$ cat src/sv/adsr_pkg.sv
// shared types, codes and constants of the adsr envelope shaper
package adsr_pkg;

	localparam int LEVEL_BITS     = 16;
	localparam int SAMPLE_BITS    = 16;
	localparam int COUNT_BITS_DEF = 24;
	localparam int REG_IDX_BITS   = 3;
	localparam int DIV_CNT_BITS   = $clog2(LEVEL_BITS);

	localparam int ATTACK_RESET  = 4800;
	localparam int DECAY_RESET   = 4800;
	localparam int RELEASE_RESET = 4800;
	localparam int TOTAL_RESET   = 48000;
	localparam int PEAK_RESET    = 65535;
	localparam int SUSTAIN_RESET = 32767;

	typedef enum logic [REG_IDX_BITS-1:0] {
		REG_ATTACK  = 3'd0,
		REG_DECAY   = 3'd1,
		REG_RELEASE = 3'd2,
		REG_TOTAL   = 3'd3,
		REG_PEAK    = 3'd4,
		REG_SUSTAIN = 3'd5
	} reg_idx_t;

	typedef enum logic [2:0] {
		PH_ATTACK  = 3'd0,
		PH_DECAY   = 3'd1,
		PH_SUSTAIN = 3'd2,
		PH_RELEASE = 3'd3,
		PH_END     = 3'd4
	} phase_t;

	typedef enum logic [1:0] {
		STAT_OK    = 2'd0,
		STAT_SHORT = 2'd1,
		STAT_PAST  = 2'd2
	} status_t;

	// how the nominal lengths were fitted into the note
	typedef enum logic [1:0] {
		MODE_FULL        = 2'd0,
		MODE_SHORT_DECAY = 2'd1,
		MODE_NO_DECAY    = 2'd2
	} mode_t;

	typedef enum logic {
		JOB_START = 1'b0,
		JOB_LEVEL = 1'b1
	} job_t;

	typedef struct packed {
		logic signed [SAMPLE_BITS-1:0] sample_in;
		logic                          note_start;
	} in_beat_t;

	typedef struct packed {
		logic signed [LEVEL_BITS:0] sample_out;
		logic [LEVEL_BITS-1:0]      envelope_level;
		phase_t                     phase;
		status_t                    status;
	} out_beat_t;

	typedef struct packed {
		logic load;
		logic classify;
		logic decide;
		logic prep;
		logic mul;
		logic div_step;
		logic fix;
		logic scale;
		job_t job;
	} ctl_cmd_t;

	typedef struct packed {
		phase_t phase;
		mode_t  mode;
		logic   t_ge_att;
		logic   a_ge_att;
		logic   div_last;
		logic   out_busy;
	} ctl_stat_t;

endpackage

$ cat src/sv/adsr_ctl.sv
// sequencer of the adsr envelope shaper
module adsr_ctl import adsr_pkg::*; (
	input  logic      clk,
	input  logic      arst_n,
	input  logic      in_valid,
	output logic      in_ready,
	output ctl_cmd_t  cmd,
	input  ctl_stat_t stat
);

	typedef enum logic [8:0] {
		S_IDLE   = 9'b000000001,
		S_CLASS  = 9'b000000010,
		S_DECIDE = 9'b000000100,
		S_ROUTE  = 9'b000001000,
		S_PREP   = 9'b000010000,
		S_MUL    = 9'b000100000,
		S_DIV    = 9'b001000000,
		S_FIX    = 9'b010000000,
		S_SCALE  = 9'b100000000
	} state_t;

	state_t state_q, state_d;
	job_t   job_q, job_d;
	logic   need_start, need_level;

	// release from a shortened envelope needs its start level divided out first
	assign need_start = (stat.phase == PH_RELEASE) &&
		((stat.mode == MODE_SHORT_DECAY) || ((stat.mode == MODE_NO_DECAY) && !stat.a_ge_att));
	assign need_level = ((stat.phase == PH_ATTACK) && !stat.t_ge_att) ||
		(stat.phase == PH_DECAY) || (stat.phase == PH_RELEASE);

	always_comb begin
		state_d = state_q;
		job_d   = job_q;
		cmd     = '0;
		cmd.job = job_q;
		in_ready = 1'b0;
		unique case (state_q)
			S_IDLE: begin
				in_ready = 1'b1;
				if (in_valid) begin
					cmd.load = 1'b1;
					state_d  = S_CLASS;
				end
			end
			S_CLASS: begin
				cmd.classify = 1'b1;
				state_d      = S_DECIDE;
			end
			S_DECIDE: begin
				cmd.decide = 1'b1;
				state_d    = S_ROUTE;
			end
			S_ROUTE: begin
				if (need_start) begin
					job_d   = JOB_START;
					state_d = S_PREP;
				end else if (need_level) begin
					job_d   = JOB_LEVEL;
					state_d = S_PREP;
				end else begin
					state_d = S_SCALE;
				end
			end
			S_PREP: begin
				cmd.prep = 1'b1;
				state_d  = S_MUL;
			end
			S_MUL: begin
				cmd.mul = 1'b1;
				state_d = S_DIV;
			end
			S_DIV: begin
				cmd.div_step = 1'b1;
				if (stat.div_last) state_d = S_FIX;
			end
			S_FIX: begin
				cmd.fix = 1'b1;
				if (job_q == JOB_START) begin
					job_d   = JOB_LEVEL;
					state_d = S_PREP;
				end else begin
					state_d = S_SCALE;
				end
			end
			S_SCALE: begin
				// hold until the previous result beat has left
				if (!stat.out_busy) begin
					cmd.scale = 1'b1;
					state_d   = S_IDLE;
				end
			end
			default: state_d = S_IDLE;
		endcase
	end

	always_ff @(posedge clk or negedge arst_n) begin
		if (!arst_n) begin
			state_q <= S_IDLE;
			job_q   <= JOB_LEVEL;
		end else begin
			state_q <= state_d;
			job_q   <= job_d;
		end
	end

endmodule

$ cat src/sv/adsr_dp.sv
// datapath of the adsr envelope shaper: registers, compares, multiplier, serial divider
module adsr_dp import adsr_pkg::*; #(
	parameter int COUNT_BITS = COUNT_BITS_DEF,
	parameter int CFG_W      = (COUNT_BITS > LEVEL_BITS) ? COUNT_BITS : LEVEL_BITS
) (
	input  logic                    clk,
	input  logic                    arst_n,
	input  logic                    cfg_write,
	input  logic [REG_IDX_BITS-1:0] cfg_index,
	input  logic [CFG_W-1:0]        cfg_data,
	input  in_beat_t                in_data,
	input  ctl_cmd_t                cmd,
	output ctl_stat_t               stat,
	output logic                    out_valid,
	input  logic                    out_ready,
	output out_beat_t               out_data
);

	localparam int C = COUNT_BITS;
	localparam int L = LEVEL_BITS;
	localparam logic [DIV_CNT_BITS-1:0] DIV_LAST = DIV_CNT_BITS'(L - 1);

	// configuration
	logic [C-1:0] att_q, dec_q, rel_q, tot_q;
	logic [L-1:0] peak_q, sus_q;

	// item state
	logic [C:0]                    idx_q, t_q, t_next, ad_q, end_q;
	logic signed [C:0]             tr_q;
	logic signed [SAMPLE_BITS-1:0] x_q;
	logic [C-1:0]                  a_q, d_q;
	mode_t                         mode_q;
	logic                          bad_q, a_ge_q, t_ge_q;
	phase_t                        phase_q;
	status_t                       status_q;
	logic [L-1:0]                  level_q, start_q;

	// multiply and divide job
	logic [L-1:0]            ma_q, base_q, quo_q;
	logic [C-1:0]            mb_q, div_q, rem_q;
	logic                    neg_q;
	logic [DIV_CNT_BITS-1:0] cnt_q;

	out_beat_t out_q;
	logic      out_valid_q;

	// classify
	logic signed [C+1:0] tr_x, ad_x, att_x;
	assign tr_x  = {tr_q[C], tr_q};
	assign ad_x  = $signed({1'b0, ad_q});
	assign att_x = $signed({2'b00, att_q});

	// phase decision
	logic [C:0] tr_u;
	logic       t_le_a, t_le_end, t_le_tr, t_le_tot;
	phase_t     ph_d;
	status_t    st_d;
	logic [L-1:0] lvl_d;
	assign tr_u     = {1'b0, tr_q[C-1:0]};
	assign t_le_a   = t_q <= {1'b0, a_q};
	assign t_le_end = t_q <= end_q;
	assign t_le_tr  = t_q <= tr_u;
	assign t_le_tot = t_q <= {1'b0, tot_q};

	always_comb begin
		st_d = STAT_OK;
		if (bad_q) begin
			ph_d = PH_END;
			st_d = STAT_SHORT;
		end else if (t_le_a)   ph_d = PH_ATTACK;
		else if (t_le_end)     ph_d = PH_DECAY;
		else if (t_le_tr)      ph_d = PH_SUSTAIN;
		else if (t_le_tot)     ph_d = PH_RELEASE;
		else begin
			ph_d = PH_END;
			st_d = STAT_PAST;
		end
		case (ph_d)
			PH_ATTACK:  lvl_d = peak_q;
			PH_SUSTAIN: lvl_d = sus_q;
			default:    lvl_d = '0;
		endcase
	end

	// operand selection for the next multiply and divide
	logic         dk_neg;
	logic [L-1:0] dk_span, pa, pbase;
	logic [C-1:0] pb, pdiv;
	logic         pneg;
	assign dk_neg  = sus_q < peak_q;
	assign dk_span = dk_neg ? (peak_q - sus_q) : (sus_q - peak_q);

	always_comb begin
		pa    = peak_q;
		pb    = t_q[C-1:0];
		pdiv  = att_q;
		pneg  = 1'b0;
		pbase = '0;
		if (cmd.job == JOB_START) begin
			if (mode_q == MODE_SHORT_DECAY) begin
				pa    = dk_span;
				pb    = d_q;
				pdiv  = dec_q;
				pneg  = dk_neg;
				pbase = peak_q;
			end else begin
				pb = a_q;
			end
		end else begin
			case (phase_q)
				PH_DECAY: begin
					pa    = dk_span;
					pb    = t_q[C-1:0] - att_q;
					pdiv  = dec_q;
					pneg  = dk_neg;
					pbase = peak_q;
				end
				PH_RELEASE: begin
					pa   = start_q;
					pb   = tot_q - t_q[C-1:0];
					pdiv = rel_q;
				end
				default: ;
			endcase
		end
	end

	// quotient is known to fit the level width, so the high part starts below the divisor
	logic [L+C-1:0] prod;
	logic [C:0]     shifted;
	logic           ge;
	logic [L:0]     fix_sum;
	assign prod    = ma_q * mb_q;
	assign shifted = {rem_q, quo_q[L-1]};
	assign ge      = shifted >= {1'b0, div_q};
	assign fix_sum = neg_q ?
		({1'b0, base_q} - {1'b0, quo_q} - {{L{1'b0}}, rem_q != '0}) :
		({1'b0, base_q} + {1'b0, quo_q});

	logic signed [SAMPLE_BITS+L:0] scaled;
	assign scaled = x_q * $signed({1'b0, level_q});

	assign t_next = in_data.note_start ? '0 : idx_q;

	always_ff @(posedge clk or negedge arst_n) begin
		if (!arst_n) begin
			att_q       <= C'(ATTACK_RESET);
			dec_q       <= C'(DECAY_RESET);
			rel_q       <= C'(RELEASE_RESET);
			tot_q       <= C'(TOTAL_RESET);
			peak_q      <= L'(PEAK_RESET);
			sus_q       <= L'(SUSTAIN_RESET);
			idx_q       <= '0;
			out_valid_q <= 1'b0;
		end else begin
			if (cfg_write) begin
				unique case (cfg_index)
					REG_ATTACK:  att_q  <= cfg_data[C-1:0];
					REG_DECAY:   dec_q  <= cfg_data[C-1:0];
					REG_RELEASE: rel_q  <= cfg_data[C-1:0];
					REG_TOTAL:   tot_q  <= cfg_data[C-1:0];
					REG_PEAK:    peak_q <= cfg_data[L-1:0];
					REG_SUSTAIN: sus_q  <= cfg_data[L-1:0];
					default: ;
				endcase
			end
			// counter saturates at all ones
			if (cmd.load) idx_q <= (&t_next) ? t_next : t_next + 1'b1;
			if (cmd.scale)                  out_valid_q <= 1'b1;
			else if (out_valid_q && out_ready) out_valid_q <= 1'b0;
		end
	end

	always_ff @(posedge clk) begin
		if (cmd.load) begin
			t_q  <= t_next;
			x_q  <= in_data.sample_in;
			ad_q <= {1'b0, att_q} + {1'b0, dec_q};
			tr_q <= $signed({1'b0, tot_q}) - $signed({1'b0, rel_q});
		end
		if (cmd.classify) begin
			a_ge_q <= tr_x >= att_x;
			bad_q  <= 1'b0;
			d_q    <= tr_q[C-1:0] - att_q;
			if (tr_x > ad_x) begin
				mode_q <= MODE_FULL;
				a_q    <= att_q;
				end_q  <= ad_q;
			end else if (tr_x > att_x) begin
				mode_q <= MODE_SHORT_DECAY;
				a_q    <= att_q;
				end_q  <= tr_u;
			end else begin
				mode_q <= MODE_NO_DECAY;
				a_q    <= tr_q[C-1:0];
				end_q  <= tr_u;
				bad_q  <= tr_q[C] || (tr_q == '0);
			end
		end
		if (cmd.decide) begin
			phase_q  <= ph_d;
			status_q <= st_d;
			level_q  <= lvl_d;
			t_ge_q   <= t_q >= {1'b0, att_q};
			start_q  <= (mode_q == MODE_FULL) ? sus_q : peak_q;
		end
		if (cmd.prep) begin
			ma_q   <= pa;
			mb_q   <= pb;
			div_q  <= pdiv;
			neg_q  <= pneg;
			base_q <= pbase;
		end
		if (cmd.mul) begin
			rem_q <= prod[L+C-1:L];
			quo_q <= prod[L-1:0];
			cnt_q <= '0;
		end
		if (cmd.div_step) begin
			rem_q <= ge ? C'(shifted - {1'b0, div_q}) : shifted[C-1:0];
			quo_q <= {quo_q[L-2:0], ge};
			cnt_q <= cnt_q + 1'b1;
		end
		if (cmd.fix) begin
			if (cmd.job == JOB_START) start_q <= fix_sum[L-1:0];
			else                      level_q <= fix_sum[L-1:0];
		end
		if (cmd.scale) begin
			out_q.sample_out     <= scaled[SAMPLE_BITS-1 +: L+1];
			out_q.envelope_level <= level_q;
			out_q.phase          <= phase_q;
			out_q.status         <= status_q;
		end
	end

	assign stat.phase    = phase_q;
	assign stat.mode     = mode_q;
	assign stat.t_ge_att = t_ge_q;
	assign stat.a_ge_att = a_ge_q;
	assign stat.div_last = cnt_q == DIV_LAST;
	assign stat.out_busy = out_valid_q && !out_ready;

	assign out_valid = out_valid_q;
	assign out_data  = out_q;

endmodule

$ cat src/sv/adsr_envelope_shaper_top.sv
// top level of the adsr envelope shaper
//
// channel   direction  handshake            payload
// in        input      in_valid/in_ready    in_data (sample_in, note_start)
// out       output     out_valid/out_ready  out_data (sample_out, envelope_level, phase, status)
// cfg       input      cfg_write            cfg_index, cfg_data
//
// an item needs zero, one or two divisions, each by the serial divider at one quotient bit a cycle
// release may need two runs
// reset loads the default lengths and levels and clears the sample counter
// a new beat is taken as soon as the sequencer is idle, even with a result still waiting
// a finished result waits in the last step while the previous out beat is held
module adsr_envelope_shaper_top import adsr_pkg::*; #(
	parameter int COUNT_BITS = COUNT_BITS_DEF,
	parameter int CFG_W      = (COUNT_BITS > LEVEL_BITS) ? COUNT_BITS : LEVEL_BITS
) (
	input  logic                    clk,
	input  logic                    arst_n,
	input  logic                    cfg_write,
	input  logic [REG_IDX_BITS-1:0] cfg_index,
	input  logic [CFG_W-1:0]        cfg_data,
	input  logic                    in_valid,
	output logic                    in_ready,
	input  in_beat_t                in_data,
	output logic                    out_valid,
	input  logic                    out_ready,
	output out_beat_t               out_data
);

	ctl_cmd_t  cmd;
	ctl_stat_t stat;

	adsr_ctl u_ctl (
		.clk      (clk),
		.arst_n   (arst_n),
		.in_valid (in_valid),
		.in_ready (in_ready),
		.cmd      (cmd),
		.stat     (stat)
	);

	adsr_dp #(
		.COUNT_BITS (COUNT_BITS),
		.CFG_W      (CFG_W)
	) u_dp (
		.clk       (clk),
		.arst_n    (arst_n),
		.cfg_write (cfg_write),
		.cfg_index (cfg_index),
		.cfg_data  (cfg_data),
		.in_data   (in_data),
		.cmd       (cmd),
		.stat      (stat),
		.out_valid (out_valid),
		.out_ready (out_ready),
		.out_data  (out_data)
	);

	// one item at a time
	a_one_item: assert property (@(posedge clk) disable iff (!arst_n)
		(in_valid && in_ready) |=> !in_ready)
		else $error("input beat taken while an item is in work");

	// a pending result is never overwritten
	a_no_overwrite: assert property (@(posedge clk) disable iff (!arst_n)
		cmd.scale |-> !(out_valid && !out_ready))
		else $error("result written over a waiting out beat");

	a_valid_source: assert property (@(posedge clk) disable iff (!arst_n)
		$rose(out_valid) |-> $past(cmd.scale))
		else $error("out_valid rose without a scale step");

	// no envelope means silence
	a_silent_error: assert property (@(posedge clk) disable iff (!arst_n)
		(out_valid && (out_data.status != STAT_OK)) |->
		((out_data.envelope_level == '0) && (out_data.sample_out == '0) &&
		(out_data.phase == PH_END)))
		else $error("nonzero output with an error status");

endmodule

$ cat config.mk
export PLATFORM = sky130hd
export DESIGN_NAME = adsr_envelope_shaper_top
export DESIGN_NICKNAME = d
export VERILOG_FILES = /design/src/sv/adsr_pkg.sv /design/src/sv/adsr_ctl.sv /design/src/sv/adsr_dp.sv /design/src/sv/adsr_envelope_shaper_top.sv
export SDC_FILE = /design/constraint.sdc
export NUM_CORES = 2
export LEC_CHECK = 0
export ABC_CLOCK_PERIOD_IN_PS = 10060
export BUFFER_PORTS_ARGS = -buffer_cell sky130_fd_sc_hd__buf_2
export CAP_MARGIN = 20
export CORE_MARGIN = 10
export CORE_UTILIZATION = 24
export CTS_BUF_LIST = sky130_fd_sc_hd__clkbuf_4 sky130_fd_sc_hd__clkbuf_8 sky130_fd_sc_hd__clkbuf_16
export CTS_CLUSTER_SIZE = 20
export DETAILED_ROUTE_END_ITERATION = 8
export PLACE_DENSITY_LB_ADDON = 0.3
export SYNTH_ARGS = -nofsm -noshare
export SYNTH_HDL_FRONTEND = slang
export SYNTH_SLANG_ARGS = --single-unit
$ cat constraint.sdc
create_clock -name clk -period 10.06 [get_ports clk]
set_clock_uncertainty 0.05 [all_clocks]
set_input_delay 2.012 -clock clk [delete_from_list [all_inputs] [get_ports clk]]
set_output_delay 2.012 -clock clk [all_outputs]
set_load 0.02 [all_outputs]
==> flow_metrics.py <==
metrics = {
    "die": {
        "die_x_um": 499,
        "die_h_um": 499,
        "core_area_sq_mm": 0.228,
        "io_pins": 89,
        "std_cell_rows": 175,
        "dieArea_sq_mm": 0.249,
        "start_util": 0.242,
    },
    "synth": {
        "synth_enable_flop_cells": 337,
        "syn_area_per_cell_sq_um": 9.34,
        "synth_cell_types": 88,
        "ys_ff_latch": 533,
        "seq_area_frac_synth": 0.271,
        "yosysWarnings": 0,
        "syn_inst": 5902,
        "yosys-top-cells-area": "fa_1 19%, edfxtp_1 18%, ha_1 13%",
        "syn_area_sq_mm": 0.0551,
        "yosys-top-cells-count": "960 x inv_1, 704 x nand2_1, 566 x ha_1",
        "syn-num-nets": 7027,
        "synth_top_area_cell": "fa_1",
        "netlist.area_leader.share": 0.185,
        "synthArstFlopShare": 0.308,
        "yosysMostFrequentCell": "inv_1",
        "yosys_most_used_dff": "edfxtp_1",
    },
    "finish": {
        "drive_above_1_share": 0.0778,
        "final_area_sq_mm": 0.0615,
        "nNetsFinal": 7028,
        "area_delta_synth_final_pct": 11.6,
    },
    "clocking": {
        "cts_resized": 0,
        "h-tree-depth": 3,
        "cts_hold_buf": 0,
        "tritoncts": "yes",
        "cts_buffers": 70,
        "cts_root_buf": "clkbuf_16",
        "post-cts-setup-buffer-count": 0,
        "clock-sinks": 533,
        "clk_pin_slew_worst_paths_ps": 60,
        "clk_path_buf_depth": 3,
        "clkLatencyLatePin_ps": 700,
    },
    "worst_setup_path": {
        "path_common_cell": "fa_1",
        "crit_type": "reg -> reg",
        "critPathBufInv": 5,
        "end_kind": "flop",
        "cp_top_family": "adder cells",
        "cp-start-kind": "flop",
        "crit_fanout": 24,
        "r2r_setup_slack_ps": 2000,
        "slowest_stage": "edfxtp_1",
        "rr_worst_depth": 22,
        "r2r-start": "u_dp.ma_q[6]",
        "critPathMaxStageDelay_ps": 1060,
        "critical_path_arrival_ps": 8430,
        "required_ps": 10430,
        "r2r-end": "u_dp.rem_q[23]",
        "path_cells": "nand2_1, fa_1, inv_1, fa_1, inv_1, fa_1, inv_1, fa_1, fa_1, inv_1, fa_1, inv_1, ha_1, a21oi_1, o211ai_1, a211oi_1, a21oi_1, nor3_1, a21oi_1, o22ai_1, mux2i_1, a211o_1",
    },
    "power_and_ir_drop": {
        "pwr-share-comb": 0.656,
        "power.total_uw": 19400,
        "peakVddDrop_mv": 0.729,
        "clockPowerShare": 0.136,
        "p_seq_frac": 0.208,
        "internal_power_uw": 10200,
        "power.switching_uw": 9170,
        "power_density_mw_per_mm2": 315,
        "switching_share": 0.473,
        "total_leakage_power_uw": 0.0277,
    },
    "detailed_routing": {
        "drt_first_pass_iters": 6,
        "postRouteAntennaNets": 0,
        "wl_um": 180000,
        "vias_per_cell": 4.70,
        "drt_iter0_markers": 3115,
        "post_drt_wl_per_cell_um": 20.1,
        "drc_errors": 0,
        "num_vias": 42184,
    },
    "timing": {
        "fmax_mhz": 124,
        "fin_tns_setup_ps": 0,
        "worstMarginPinSlew_ps": 1160,
        "drv_slew": 0,
        "finalSetupViolations": 0,
        "post-route-period-util": 0.801,
        "rsz0062_at_grt": "no",
        "final_hold_viol_count": 0,
        "slew_headroom": 0.217,
        "finalCriticalPeriod_ps": 8060,
    },
    "global_route": {
        "grt_pass1_wl_um": 276000,
        "grt_pass1_vias": 43503,
        "grt_start_max_net_pins": 76,
        "antenna_found_initial": 31,
        "grt_overflow": 0,
        "track_usage": 0.143,
    },
    "placement": {
        "port_buffers": 88,
        "placed_area_sq_mm": 0.0591,
        "place.gp.congestion": 0.928,
        "post-dp-hpwl_um": 138000,
    },
    "worst_hold_path": {
        "hold_start": "u_dp.status_q[0]",
        "hold_class": "reg -> reg",
        "min_path_cells": 0,
        "worst_hold_path.endpoint": "u_dp.out_data[0]",
    },
    "job": {
        "drv_cap": 0,
    },
    "outcome": {
        "status": "finished, final reports clean",
    },
}
how the worst max path moves through the flow:
| stage | to | start | slack [ps] | cells past startpoint |
|---|---|---|---|---|
| 2_1_floorplan | u_dp.a_ge_q | u_ctl.state_q[5] | 2240 | 3 |
| 3_3_place_gp | u_dp.rem_q[23] | u_dp.ma_q[6] | 2140 | 22 |
| 3_5_place_dp | u_dp.rem_q[23] | u_dp.ma_q[6] | 2080 | 22 |
| 4_1_cts | u_dp.rem_q[23] | u_dp.ma_q[6] | 2060 | 22 |
| 5_1_grt | u_dp.rem_q[22] | u_dp.ma_q[6] | 1660 | 23 |
| 6_report | u_dp.rem_q[23] | u_dp.ma_q[6] | 2000 | 22 |
per-layer routing:
| layer | up-vias | share of wire | GRT usage | wire length (um) |
|---|---|---|---|---|
| met3 | 290 | 0.050 | 0.0197 | 9040 |
| met5 | - | 0.00042 | 0 | 76 |
| met1 | 21169 | 0.44 | 0.187 | 79400 |
| met2 | 1051 | 0.47 | 0.237 | 84100 |
| li1 | 19662 | - | - | - |
| met4 | 12 | 0.044 | 0.0569 | 7890 |
area by class of cell:
class,count,area (sq um)
sequential,533,14900
clock inverter,39,383
tap,3009,3760
timing repair buffer,151,947
antenna,8,20.0
multi-input combinational,4187,35900
clock buffer,91,1990
inverter,960,3600
fill,24149,166000
through the flow:
stage | cells | util | hold WS [ps] | worst slack, ps
final | 8978 | 0.270 | 384 | 2000
after global routing | 8974 | 0.270 | 398 | 1660
after CTS | 8968 | 0.270 | 395 | 2060
after detailed placement | 8838 | 0.259 | 377 | 2080
after global placement | 8838 | 0.259 | 362 | 2140
after floorplan | 5902 | - | 350 | 2240
sequential cells by signal, summed over array words and instances, names as in the netlist, 24 cells and up:
signal,flops
u_dp.a_q,24
u_dp.out_data,38
u_dp.div_q,24
u_dp.d_q,24
u_dp.ad_q,25
u_dp.att_q,24
u_dp.t_q,25
u_dp.rel_q,24
u_dp.idx_q,25
u_dp.end_q,25
u_dp.tot_q,24
u_dp.tr_q,25
u_dp.mb_q,24
u_dp.dec_q,24
u_dp.rem_q,24
placed cells by master, fill, tap and decap left out, drive strengths merged, types with 28 or more instances in the layout:
| cell type | n |
|---|---|
| xor2 | 92 |
| a31oi | 28 |
| o21a | 38 |
| nand3 | 79 |
| dfxtp | 32 |
| nand2b | 55 |
| a21o | 105 |
| o211ai | 72 |
| and3 | 30 |
| a211oi | 40 |
| mux2i | 89 |
| clkbuf | 91 |
| nand4 | 45 |
| inv | 969 |
| a221oi | 28 |
| nor2 | 257 |
| o21ai | 300 |
| buf | 151 |
| edfxtp | 337 |
| dfstp | 52 |
| and2 | 268 |
| o21bai | 32 |
| fa | 510 |
| nor3 | 52 |
| nor2b | 59 |
| nand2 | 704 |
| ha | 566 |
| dfrtp | 112 |
| xnor2 | 140 |
| mux2 | 79 |
| a21oi | 250 |
power groups by stage:
stage / clock network (uW) / logic [uW] / registers (uW)
after global routing: 2790 / 14700 / 4070
after global placement: 0 / 12600 / 4060
after floorplan: 0 / 9520 / 3640
final: 2640 / 12700 / 4030
after detailed placement: 0 / 12700 / 4060
after CTS: 2710 / 12900 / 4020
cells by family (layout without fill, tap and decap cells):
logic type                 count (synthesis)  after routing  share of synthesized area
and+or+nand+nor                         1653           1653                      0.143
buffers and inverters                   1182           1241                     0.0810
adders and majority gates               1076           1076                      0.314
AOI/OAI and AO/OA                       1057           1057                      0.122
DFF                                      533            533                      0.271
xor gates and xnor gates                 232            232                     0.0369
muxes                                    168            168                     0.0323
other                                      1              9                  0.0000680
Note: power is estimated with default switching activity, not from simulation.
